[src/rtl/scancode_line_editor_macros.svh]
// Assertion macros shared by the scan code line editor RTL.
// Each macro expects signals named clk and rst_n in the including module.
`ifndef SCANCODE_LINE_EDITOR_MACROS_SVH
`define SCANCODE_LINE_EDITOR_MACROS_SVH

// The consequent must hold in the same cycle as the antecedent.
`define SLE_ASSERT(label, ante, cons, msg) \
  label: assert property (@(posedge clk) disable iff (!rst_n) (ante) |-> (cons)) \
    else $error(msg);

// The consequent must hold in the cycle after the antecedent.
`define SLE_ASSERT_NEXT(label, ante, cons, msg) \
  label: assert property (@(posedge clk) disable iff (!rst_n) (ante) |=> (cons)) \
    else $error(msg);

`endif

[src/rtl/sle_pkg.sv]
// Package for the scan code line editor: result kinds, controller states,
// scan code constants and the set 1 US layout translation tables. No dependencies.
`timescale 1ns / 1ps

package sle_pkg;

  // Result kinds carried in the low bits of the output data.
  typedef enum logic [2:0] {
    KIND_ECHO_CHAR   = 3'd0,
    KIND_ECHO_BS     = 3'd1,
    KIND_SCROLL_UP   = 3'd2,
    KIND_SCROLL_DOWN = 3'd3,
    KIND_LINE_CHAR   = 3'd4,
    KIND_LINE_END    = 3'd5
  } kind_t;

  // Controller states.
  typedef enum logic {
    ST_IDLE = 1'b0,
    ST_LINE = 1'b1
  } state_t;

  // Scan codes of interest.
  localparam logic [7:0] SC_LSHIFT     = 8'h2A;
  localparam logic [7:0] SC_RSHIFT     = 8'h36;
  localparam logic [7:0] SC_LSHIFT_BRK = 8'hAA;
  localparam logic [7:0] SC_RSHIFT_BRK = 8'hB6;
  localparam logic [7:0] SC_PAGE_UP    = 8'h49;
  localparam logic [7:0] SC_PAGE_DOWN  = 8'h51;
  localparam logic [7:0] SC_BACKSPACE  = 8'h0E;
  localparam logic [7:0] SC_ENTER      = 8'h1C;
  localparam logic [7:0] SC_KEY_MAX    = 8'h39;

  localparam logic [6:0] ASCII_QMARK   = 7'h3F;
  localparam int unsigned KEY_COUNT    = 58;

  // Unshifted characters for scan codes 0x00 to 0x39.
  localparam logic [6:0] PLAIN_MAP [KEY_COUNT] = '{
    7'h3F, 7'h3F, 7'h31, 7'h32, 7'h33, 7'h34, 7'h35, 7'h36,
    7'h37, 7'h38, 7'h39, 7'h30, 7'h2D, 7'h3D, 7'h3F, 7'h3F,
    7'h71, 7'h77, 7'h65, 7'h72, 7'h74, 7'h79, 7'h75, 7'h69,
    7'h6F, 7'h70, 7'h5B, 7'h5D, 7'h3F, 7'h3F, 7'h61, 7'h73,
    7'h64, 7'h66, 7'h67, 7'h68, 7'h6A, 7'h6B, 7'h6C, 7'h3B,
    7'h27, 7'h60, 7'h3F, 7'h5C, 7'h7A, 7'h78, 7'h63, 7'h76,
    7'h62, 7'h6E, 7'h6D, 7'h2C, 7'h2E, 7'h2F, 7'h3F, 7'h3F,
    7'h3F, 7'h20
  };

  // Shifted characters for scan codes 0x00 to 0x39.
  localparam logic [6:0] UPPER_MAP [KEY_COUNT] = '{
    7'h3F, 7'h3F, 7'h21, 7'h40, 7'h23, 7'h24, 7'h25, 7'h5E,
    7'h26, 7'h2A, 7'h28, 7'h29, 7'h5F, 7'h2B, 7'h3F, 7'h3F,
    7'h51, 7'h57, 7'h45, 7'h52, 7'h54, 7'h59, 7'h55, 7'h49,
    7'h4F, 7'h50, 7'h7B, 7'h7D, 7'h3F, 7'h3F, 7'h41, 7'h53,
    7'h44, 7'h46, 7'h47, 7'h48, 7'h4A, 7'h4B, 7'h4C, 7'h3A,
    7'h22, 7'h7E, 7'h3F, 7'h7C, 7'h5A, 7'h58, 7'h43, 7'h56,
    7'h42, 7'h4E, 7'h4D, 7'h3C, 7'h3E, 7'h3F, 7'h3F, 7'h3F,
    7'h3F, 7'h20
  };

  // Translates a make code to ASCII; codes past the table give a question mark.
  function automatic logic [6:0] key_to_ascii(input logic [5:0] code, input logic shift);
    logic [6:0] ch;
    ch = ASCII_QMARK;
    if ({2'b00, code} <= SC_KEY_MAX) begin
      ch = shift ? UPPER_MAP[code] : PLAIN_MAP[code];
    end
    return ch;
  endfunction

endpackage

[src/rtl/scancode_line_editor.sv]
// Scan code line editor: turns set 1 scan codes into echo, scroll and line items.
// Depends on sle_pkg and on scancode_line_editor_macros.svh for its assertions.
`timescale 1ns / 1ps

// Each accepted scan code is decoded in the cycle it is taken, and any single
// result it causes is loaded straight into the output register, so after a
// non-Enter item the next one can enter in the cycle that result is taken.
// Enter with characters stored walks the line store through its single
// synchronous read port, one character per cycle while the output does not
// stall, each read registered before it is handed out, and then gives the
// line end, with no input taken during that walk.
// The line store holds LINE_DEPTH - 1 characters; further keys are dropped.
`include "scancode_line_editor_macros.svh"

module scancode_line_editor
  import sle_pkg::*;
#(
  parameter int LINE_DEPTH = 64
) (
  input  logic        clk,
  input  logic        rst_n,
  // Input channel.
  input  logic        in_tvalid,
  output logic        in_tready,
  input  logic [7:0]  in_tdata,   // [7:0] scan_code
  // Result channel.
  output logic        out_tvalid,
  input  logic        out_tready,
  output logic [15:0] out_tdata,  // [2:0] kind, [9:3] char_code, [15:10] zero
  output logic        out_tlast   // last
);

  localparam int FW = $clog2(LINE_DEPTH);
  localparam logic [FW-1:0] FILL_MAX = FW'(LINE_DEPTH - 1);

  // Control state.
  state_t        state_r, state_nxt;
  logic          shift_r, shift_nxt;
  logic [FW-1:0] fill_count_r, fill_count_nxt;
  logic [FW-1:0] rd_idx_r, rd_idx_nxt;
  logic [FW-1:0] len_r, len_nxt;
  logic          data_vld_r, data_vld_nxt;

  // Output register.
  logic          out_valid_r, out_valid_nxt;
  kind_t         out_kind_r, out_kind_nxt;
  logic [6:0]    out_char_r, out_char_nxt;
  logic          out_last_r, out_last_nxt;

  // Line store.
  logic [6:0]    mem [LINE_DEPTH];
  logic [6:0]    rd_data_r;
  logic          mem_we;
  logic          rd_en;

  logic          slot_free;
  logic          in_acc;
  logic [7:0]    sc;
  logic [6:0]    key_ch;
  logic          consume;

  assign slot_free = !out_valid_r || out_tready;
  assign in_tready = (state_r == ST_IDLE) && slot_free;
  assign in_acc    = in_tvalid && in_tready;
  assign sc        = in_tdata;
  assign key_ch    = key_to_ascii(sc[5:0], shift_r);
  assign consume   = (state_r == ST_LINE) && data_vld_r && slot_free;

  assign out_tvalid = out_valid_r;
  assign out_tdata  = {6'b000000, out_char_r, out_kind_r};
  assign out_tlast  = out_last_r;

  // Decode, store update and line walk.
  always_comb begin
    state_nxt      = state_r;
    shift_nxt      = shift_r;
    fill_count_nxt = fill_count_r;
    rd_idx_nxt     = rd_idx_r;
    len_nxt        = len_r;
    data_vld_nxt   = data_vld_r;
    out_valid_nxt  = out_valid_r && !out_tready;
    out_kind_nxt   = out_kind_r;
    out_char_nxt   = out_char_r;
    out_last_nxt   = out_last_r;
    mem_we         = 1'b0;
    rd_en          = 1'b0;
    case (state_r)
      ST_IDLE: begin
        if (in_acc) begin
          if (sc == SC_LSHIFT || sc == SC_RSHIFT) begin
            shift_nxt = 1'b1;
          end else if (sc == SC_LSHIFT_BRK || sc == SC_RSHIFT_BRK) begin
            shift_nxt = 1'b0;
          end else if (sc[7]) begin
            // Other releases are ignored.
          end else if (sc == SC_PAGE_UP) begin
            out_valid_nxt = 1'b1;
            out_kind_nxt  = KIND_SCROLL_UP;
            out_char_nxt  = '0;
            out_last_nxt  = 1'b1;
          end else if (sc == SC_PAGE_DOWN) begin
            out_valid_nxt = 1'b1;
            out_kind_nxt  = KIND_SCROLL_DOWN;
            out_char_nxt  = '0;
            out_last_nxt  = 1'b1;
          end else if (sc == SC_BACKSPACE) begin
            if (fill_count_r != '0) begin
              fill_count_nxt = fill_count_r - 1'b1;
              out_valid_nxt  = 1'b1;
              out_kind_nxt   = KIND_ECHO_BS;
              out_char_nxt   = '0;
              out_last_nxt   = 1'b1;
            end
          end else if (sc == SC_ENTER) begin
            if (fill_count_r == '0) begin
              out_valid_nxt = 1'b1;
              out_kind_nxt  = KIND_LINE_END;
              out_char_nxt  = '0;
              out_last_nxt  = 1'b1;
            end else begin
              state_nxt      = ST_LINE;
              len_nxt        = fill_count_r;
              rd_idx_nxt     = '0;
              data_vld_nxt   = 1'b0;
              fill_count_nxt = '0;
            end
          end else if (sc <= SC_KEY_MAX) begin
            if (fill_count_r != FILL_MAX) begin
              mem_we         = 1'b1;
              fill_count_nxt = fill_count_r + 1'b1;
              out_valid_nxt  = 1'b1;
              out_kind_nxt   = KIND_ECHO_CHAR;
              out_char_nxt   = key_ch;
              out_last_nxt   = 1'b1;
            end
          end
        end
      end
      ST_LINE: begin
        // Hand the prefetched character to the output register.
        if (consume) begin
          out_valid_nxt = 1'b1;
          out_kind_nxt  = KIND_LINE_CHAR;
          out_char_nxt  = rd_data_r;
          out_last_nxt  = 1'b0;
          data_vld_nxt  = 1'b0;
        end
        // Issue the next read whenever the prefetch slot is or becomes empty.
        if ((rd_idx_r != len_r) && (!data_vld_r || consume)) begin
          rd_en        = 1'b1;
          rd_idx_nxt   = rd_idx_r + 1'b1;
          data_vld_nxt = 1'b1;
        end
        // All characters handed out: close the line.
        if ((rd_idx_r == len_r) && !data_vld_r && slot_free) begin
          out_valid_nxt = 1'b1;
          out_kind_nxt  = KIND_LINE_END;
          out_char_nxt  = '0;
          out_last_nxt  = 1'b1;
          state_nxt     = ST_IDLE;
        end
      end
      default: begin
        state_nxt = ST_IDLE;
      end
    endcase
  end

  // Control registers.
  always_ff @(posedge clk) begin
    if (!rst_n) begin
      state_r      <= ST_IDLE;
      shift_r      <= 1'b0;
      fill_count_r <= '0;
      rd_idx_r     <= '0;
      len_r        <= '0;
      data_vld_r   <= 1'b0;
      out_valid_r  <= 1'b0;
    end else begin
      state_r      <= state_nxt;
      shift_r      <= shift_nxt;
      fill_count_r <= fill_count_nxt;
      rd_idx_r     <= rd_idx_nxt;
      len_r        <= len_nxt;
      data_vld_r   <= data_vld_nxt;
      out_valid_r  <= out_valid_nxt;
    end
  end

  // Output payload.
  always_ff @(posedge clk) begin
    out_kind_r <= out_kind_nxt;
    out_char_r <= out_char_nxt;
    out_last_r <= out_last_nxt;
  end

  // Line store: written only while idle, read only during a line walk, so the
  // two never touch the same entry in the same cycle.
  always_ff @(posedge clk) begin
    if (mem_we) begin
      mem[fill_count_r] <= key_ch;
    end
    if (rd_en) begin
      rd_data_r <= mem[rd_idx_r];
    end
  end

  // Assertions.
  `SLE_ASSERT(a_fill_bound, 1'b1, fill_count_r <= FILL_MAX, "fill count past store capacity")
  `SLE_ASSERT(a_fill_empty_walk, state_r == ST_LINE, fill_count_r == '0,
              "store not empty in walk")
  `SLE_ASSERT(a_rd_idx_bound, state_r == ST_LINE, rd_idx_r <= len_r, "read index past line length")
  `SLE_ASSERT(a_prefetch_src, data_vld_r, rd_idx_r != '0, "prefetched data without a read")
  `SLE_ASSERT_NEXT(a_enter_walk, in_acc && (sc == SC_ENTER) && (fill_count_r != '0),
                   state_r == ST_LINE, "enter did not start walk")

endmodule
[config.mk]
export PLATFORM = sky130hd
export DESIGN_NAME = scancode_line_editor
export DESIGN_NICKNAME = d
export VERILOG_FILES = /design/src/rtl/sle_pkg.sv /design/src/rtl/scancode_line_editor.sv
export VERILOG_INCLUDE_DIRS = /design/src /design/src/rtl
export SDC_FILE = /design/constraint.sdc
export NUM_CORES = 1
export LEC_CHECK = 0
export BUFFER_PORTS_ARGS = -buffer_cell sky130_fd_sc_hd__buf_2
export CAP_MARGIN = 20
export CORE_MARGIN = 5
export CORE_UTILIZATION = 45
export CTS_CLUSTER_DIAMETER = 150
export DETAILED_ROUTE_END_ITERATION = 10
export GPL_TIMING_DRIVEN = 1
export SLEW_MARGIN = 5
export SYNTH_ARGS = -nofsm -noshare
export SYNTH_HDL_FRONTEND = slang
export SYNTH_SLANG_ARGS = --single-unit
[constraint.sdc]
create_clock -name clk -period 11.6 [get_ports clk]
set_input_delay 1.74 -clock clk [delete_from_list [all_inputs] [get_ports clk]]
set_output_delay 1.74 -clock clk [all_outputs]
set_load 0.05 [all_outputs]
### Yosys cells after proc, flatten, opt, wreduce, memory -nomap -nowiden

Memories as Yosys holds them, arrays and structs flattened. A register that Yosys moved wholly into a read port is not among the register bits.
Index checks and enable logic that the tools add are counted.

| word-level totals | value |
|---|---|
| bits in registers | 33 |
| bits in read-only memories | 896 |
| memories kept | 3 |
| output and inout bits | 19 |
| word-level logic and storage cells | 204 |
| input bits | 12 |
| bits in writable memories | 448 |

| operators by class | value |
|---|---|
| equality and inequality tests | 29 |
| reductions and logical operators | 26 |
| $add $sub $neg | 3 |
| $lt $le $gt $ge | 3 |
| multiplexer cells | 121 |
| bitwise operators | 9 |

Memories:

| memory | depth | bits a word | rd ports | clocked after memory_dff | wr ports | RTL line | RTL |
|---|---|---|---|---|---|---|---|
| (no name shown) | 64 | 7 | 1 | 0 | 0 | sle_pkg.sv:66 | `ch = shift ? UPPER_MAP[code] : PLAIN_MAP[code];` |
| (no name shown) | 64 | 7 | 1 | 0 | 0 | sle_pkg.sv:66 |  |
| mem | 64 | 7 | 1 | 1 | 1 | scancode_line_editor.sv:51 | `logic [6:0] mem [LINE_DEPTH];` |

Operators by type and width:

| operator | number |
|---|---|
| 7-bit two-way mux | 20 |
| 6-bit two-way mux | 15 |
| 1-bit two-way mux | 65 |
| 3-bit two-way mux | 14 |
| 10-bit AND reduction | 3 |
| 8-bit by 6-bit equality test with 1-bit output (second input constant) | 2 |
| 8-bit by 7-bit equality test with 1-bit output (second input constant) | 2 |
| 8-bit equality test (second input constant) | 2 |
| 2-bit inequality test (second input constant) | 8 |
| 7-bit one-hot mux with 2 select lines | 1 |
| 6-bit by 1-bit adder with 6-bit output (second input constant) | 2 |
| 6-bit by 1-bit inequality test with 1-bit output (second input constant) | 2 |
| 6-bit one-hot mux with 2 select lines | 1 |
| 11-bit AND reduction | 1 |
| 9-bit AND reduction | 1 |
| 8-bit by 4-bit equality test with 1-bit output (second input constant) | 1 |
| 8-bit by 5-bit equality test with 1-bit output (second input constant) | 1 |
| 8-bit by 6-bit less-or-equal comparator with 1-bit output (second input constant) | 1 |
| 1-bit logical AND | 8 |
| 1-bit NOT | 8 |
| 1-bit one-hot mux with 2 select lines | 4 |
| 7-bit >= comparator (second input constant) | 1 |
| 6-bit NOT with 7-bit output | 1 |
| 6-bit equality test | 1 |
| 17 further kinds | 26 |

### Depth between registers and ports, before layout

| depth | value |
|---|---|
| word-level depth | 17 |
| gate-level depth with buffers | 10 |
| mapped depth without buffers | 7 |

### Worst setup path before layout

No wires, ideal clock.

| path | value |
|---|---|
| path kind | input to register |
| start | input in_tdata[0] |
| end | memory mem[0][1] (data pin) |
| setup slack | 5.006 ns |
| stages | 6 |
| buffers on the path | 1 |
| library setup time | 0.730 ns |
| arrival | 5.864 ns |
| cell sequence | clkbuf_1 -> inv_1 -> ha_1 -> mux4_2 -> o211a_1 -> o31ai_1 |

| between the ends | value |
|---|---|
| longest elaborated chain between the ends | 6 |

Ends and longest elaborated chain:

| what | RTL line | RTL |
|---|---|---|
| start: declaration | scancode_line_editor.sv:25 | `input logic [7:0] in_tdata,` |
| 6-bit NOT with 7-bit output (implied by the code) | sle_pkg.sv:66 |  |
| memory 64 x 7 bit | n/a |  |
| 7-bit two-way mux (implied by the code) (2 in series) | sle_pkg.sv:66 |  |
| 7-bit two-way mux | sle_pkg.sv:66 |  |
| 7-bit two-way mux * | sle_pkg.sv:65 | `if ({2'b00, code} <= SC_KEY_MAX) begin` |
| via key_ch[1] | scancode_line_editor.sv:59 | `logic [6:0] key_ch;` |
| end: declaration | scancode_line_editor.sv:51 |  |

Mark *: on every way through the listed nets, which the timed path passes. The rest lies on a longest branch. The select of a mux whose other input is x is not followed.

### Final worst setup path

| path | value |
|---|---|
| start | input in_tdata[2] |
| end | memory mem[30][3] (data pin) |

Same word-level chain as after synthesis.

==> summary.md <==
| Metric | Value |
|---|---|
| Status | complete, no violations |
| Vias/cell | 6.20 |
| Reg-to-reg slack, setup | 7190 ps |
| FF-to-FF End | rd_data_r[0] |
| RSZ-0062 raised after global routing | no |
| Slew Limit Headroom | 24.9% |
| Worst reg2reg path startpoint | rd_idx_r[0] |
| Setup ws final | 6850 ps |
| Synth unique cells | 79 |
| Critical Path Start | in_tdata[2] |
| Syn Area/Cell | 16.8 µm² |
| Grt total ovfl | 0 |
| Worst ir drop on vdd | 0.105 mV |
| Row count | 78 |
| Io pins | 31 |
| Share of flip-flops with an asynchronous set or reset | 0% |
| Crit path arrival time | 5020 ps |
| Routed len/inst | 27.8 µm |
| CTS sink count | 488 |
| Initial antenna violation count | 0 |
| Most instantiated cells after synthesis | 466 x edfxtp_1, 100 x nor2_1, 95 x mux4_2 |
| Final hold violations | 0 |
| TritonCTS clock tree | yes |
| GRT Overall Usage | 20.5% |
| Post-CTS Resized | 0 |
| Chip height | 225 µm |
| Pwr dens | 158 nW/µm² |
| Hold-fix buffers, CTS | 0 |
| Post-Synthesis Cells | 1,239 |
| First-pass iteration count of the detailed router | 5 |
| Max Buffers Root-to-Sink | 3 |
| Worst Max-Slew Pin Slew | 1120 ps |
| Worst skew pair latency | 580 ps |
| Crit. End Element | flip-flop |
| Seq/Total Area, Yosys | 69.2% |
| Core Area | 45,600 µm² |
| Final Max Slew Viols | 0 |
| Share of cells above drive strength 1 | 17.9% |
| Max Fanout on Critical Path | 43 |
| Cell Area, Synth | 20,800 µm² |
| Peak Freq | 211 MHz |
| Post-route minimum period | 4750 ps |
| Starting Density | 45.7% |
| Pin count of the biggest net entering global routing | 66 |
| Post-place setup slack | 6340 ps |
| Sequential Area | 14,400 µm² |
| Post-DP HPWL | 31,800 µm |
| Cts bufs inserted | 49 |
| Synth-to-Final Area Change | 10.1% |
| Ant diodes | 0 |
| Setup violators final | 0 |
| Yosys top cell area share | 67.1% |
| PortBufs | 24 |
| Nets | 1,269 |
| Pleak | 6.97 nW |
| Top_reg_cell synth | edfxtp_1 |
| Top cells by area, synth | edfxtp_1 67%, mux4_2 10%, mux2i_1 3.4% |
| Crit path capture | mem[30][3] |
| Seq cells post-synth | 488 |
| DRC viols | 0 |
| MaxCap Viol Count | 0 |
| Hold crit path type | reg2reg |
| WP data required | 11,870 ps |
| 1st-iter DRT viols | 1,334 |
| Multi-input gate area | 5970 µm² |
| DRT antenna net count | 0 |
| Top cell type by total area after synthesis | edfxtp_1 |
| Final wirelength | 52,100 µm |
| Total negative setup slack | 0 ps |
| Reg2Reg Depth | 6 |
| Top-count cell post-synth | edfxtp_1 |
| Worst Setup Path Type | in2reg |
| First-pass GRT wire length | 77,600 µm |
| DIE WIDTH | 225 µm |
| Die area | 50,700 µm² |
| Clk slew on worst S/H paths | 60 ps |
| Vias in the first global route | 11,400 |
| Clk_skew | 23.8 ps |
| Util after Layout | 50.4% |
| Synth Warn # | 0 |
| Root Buffer | clkbuf_16 |
| # fillers | 3,700 |
| Fin crit share | 40.9% |
| Post-synth EDFFs | 466 |
| Placer Congestion | 0.893 |
| CP Launch Type | primary input |
| H-tree depth | 2 |
| Vias | 11,600 |
| Buffer count from post-CTS setup fixing | 0 |
## cell type report
| type | count | area share [%] |
|---|---|---|
| timing repair buffer | 36 | 0.916 |
| tap | 600 | 3.27 |
| clock buffer | 61 | 5.63 |
| inverter | 19 | 0.311 |
| clock inverter | 23 | 0.954 |
| multi-input combinational | 649 | 26.0 |
| sequential | 488 | 62.9 |
## power by group
part,total [mW],leakage [nW],switching [mW],internal (mW)
Sequential,1.96,4.33,0.00119,1.96
Combinational,0.142,1.91,0.115,0.0273
Clock,1.51,0.732,0.640,0.874
Total,3.62,6.97,0.756,2.86
## sequential cells by signal, summed over array words and instances, names as in the netlist
| register | cells |
|---|---|
| mem | 448 |
| out_char_r | 7 |
| rd_data_r | 7 |
| fill_count_r | 6 |
| len_r | 6 |
| rd_idx_r | 6 |
| out_kind_r | 3 |
| data_vld_r | 1 |
| out_tlast | 1 |
| out_tvalid | 1 |
| shift_r | 1 |
| state_r | 1 |
## kinds of logic (layout without fill, tap and decap cells)
family | after synthesis | count (layout) | share of synthesized area, %
AO/OA/AOI/OAI | 195 | 195 | 7.04
XOR/XNOR | 7 | 7 | 0.294
adder cells (fa/ha/maj) | 14 | 14 | 0.840
buffers and inverters | 107 | 139 | 2.44
flip-flops | 488 | 488 | 69.2
multiplexers | 169 | 169 | 13.8
other | 1 | 6 | 0.0180
AND/OR/NAND/NOR | 258 | 258 | 6.30
## per-layer routing
metal  vias to the layer above  routed length (µm)  track usage (%)
met5                         -                   0                0
met2                       460               24800             32.3
li1                       5040                   -                -
met1                      6053               22400             30.1
met3                        85                3460             2.87
met4                         0                1390             5.92
## placed cells by master, fill, tap and decap left out, drive strengths merged, types with 9 or more instances in the layout
cell type	synthesis	routed
dfxtp	22	22
o21ai	19	19
buf	51	36
o211ai	9	9
edfxtp	466	466
a21oi	30	30
o22ai	9	9
nor2b	15	15
or3	9	9
clkbuf	37	61
nand3	22	22
clkinv	3	20
nor2	100	100
o221ai	17	17
inv	16	16
mux4	95	95
a211oi	13	13
ha	14	14
a22o	9	9
nor3	11	11
nand2	40	40
mux2i	71	71
## critical path, stage by stage
cell	delay, ps
buf_2	570
inv_1	320
ha_1	290
a211o_1	290
o211ai_1	120
o221ai_1	160
o21ai_0	290
nand3_2	650
buf_4	530
## how the worst min path moves through the flow
stage	from	endpoint	slack [ps]	cells past startpoint
after detailed placement	len_r[5]	len_r[5]	500	2
after global placement	len_r[0]	len_r[0]	500	2
after CTS	len_r[5]	len_r[5]	520	2
after global routing	len_r[0]	len_r[0]	540	2
after floorplan	len_r[0]	len_r[0]	480	2
final	len_r[5]	len_r[5]	510	2
## through the flow
stage | hold WS [ps] | area (µm²) | total power, mW | cells
CTS | 517 | 23000 | 3.64 | 1876
finish | 515 | 23000 | 3.62 | 1876
global placement | 496 | 21400 | 2.14 | 1792
global route | 538 | 23000 | 3.73 | 1876
detailed placement | 501 | 21400 | 2.14 | 1792
floorplan | 480 | 20900 | 2.08 | 1244
Note: power is estimated with default switching activity, not from simulation.
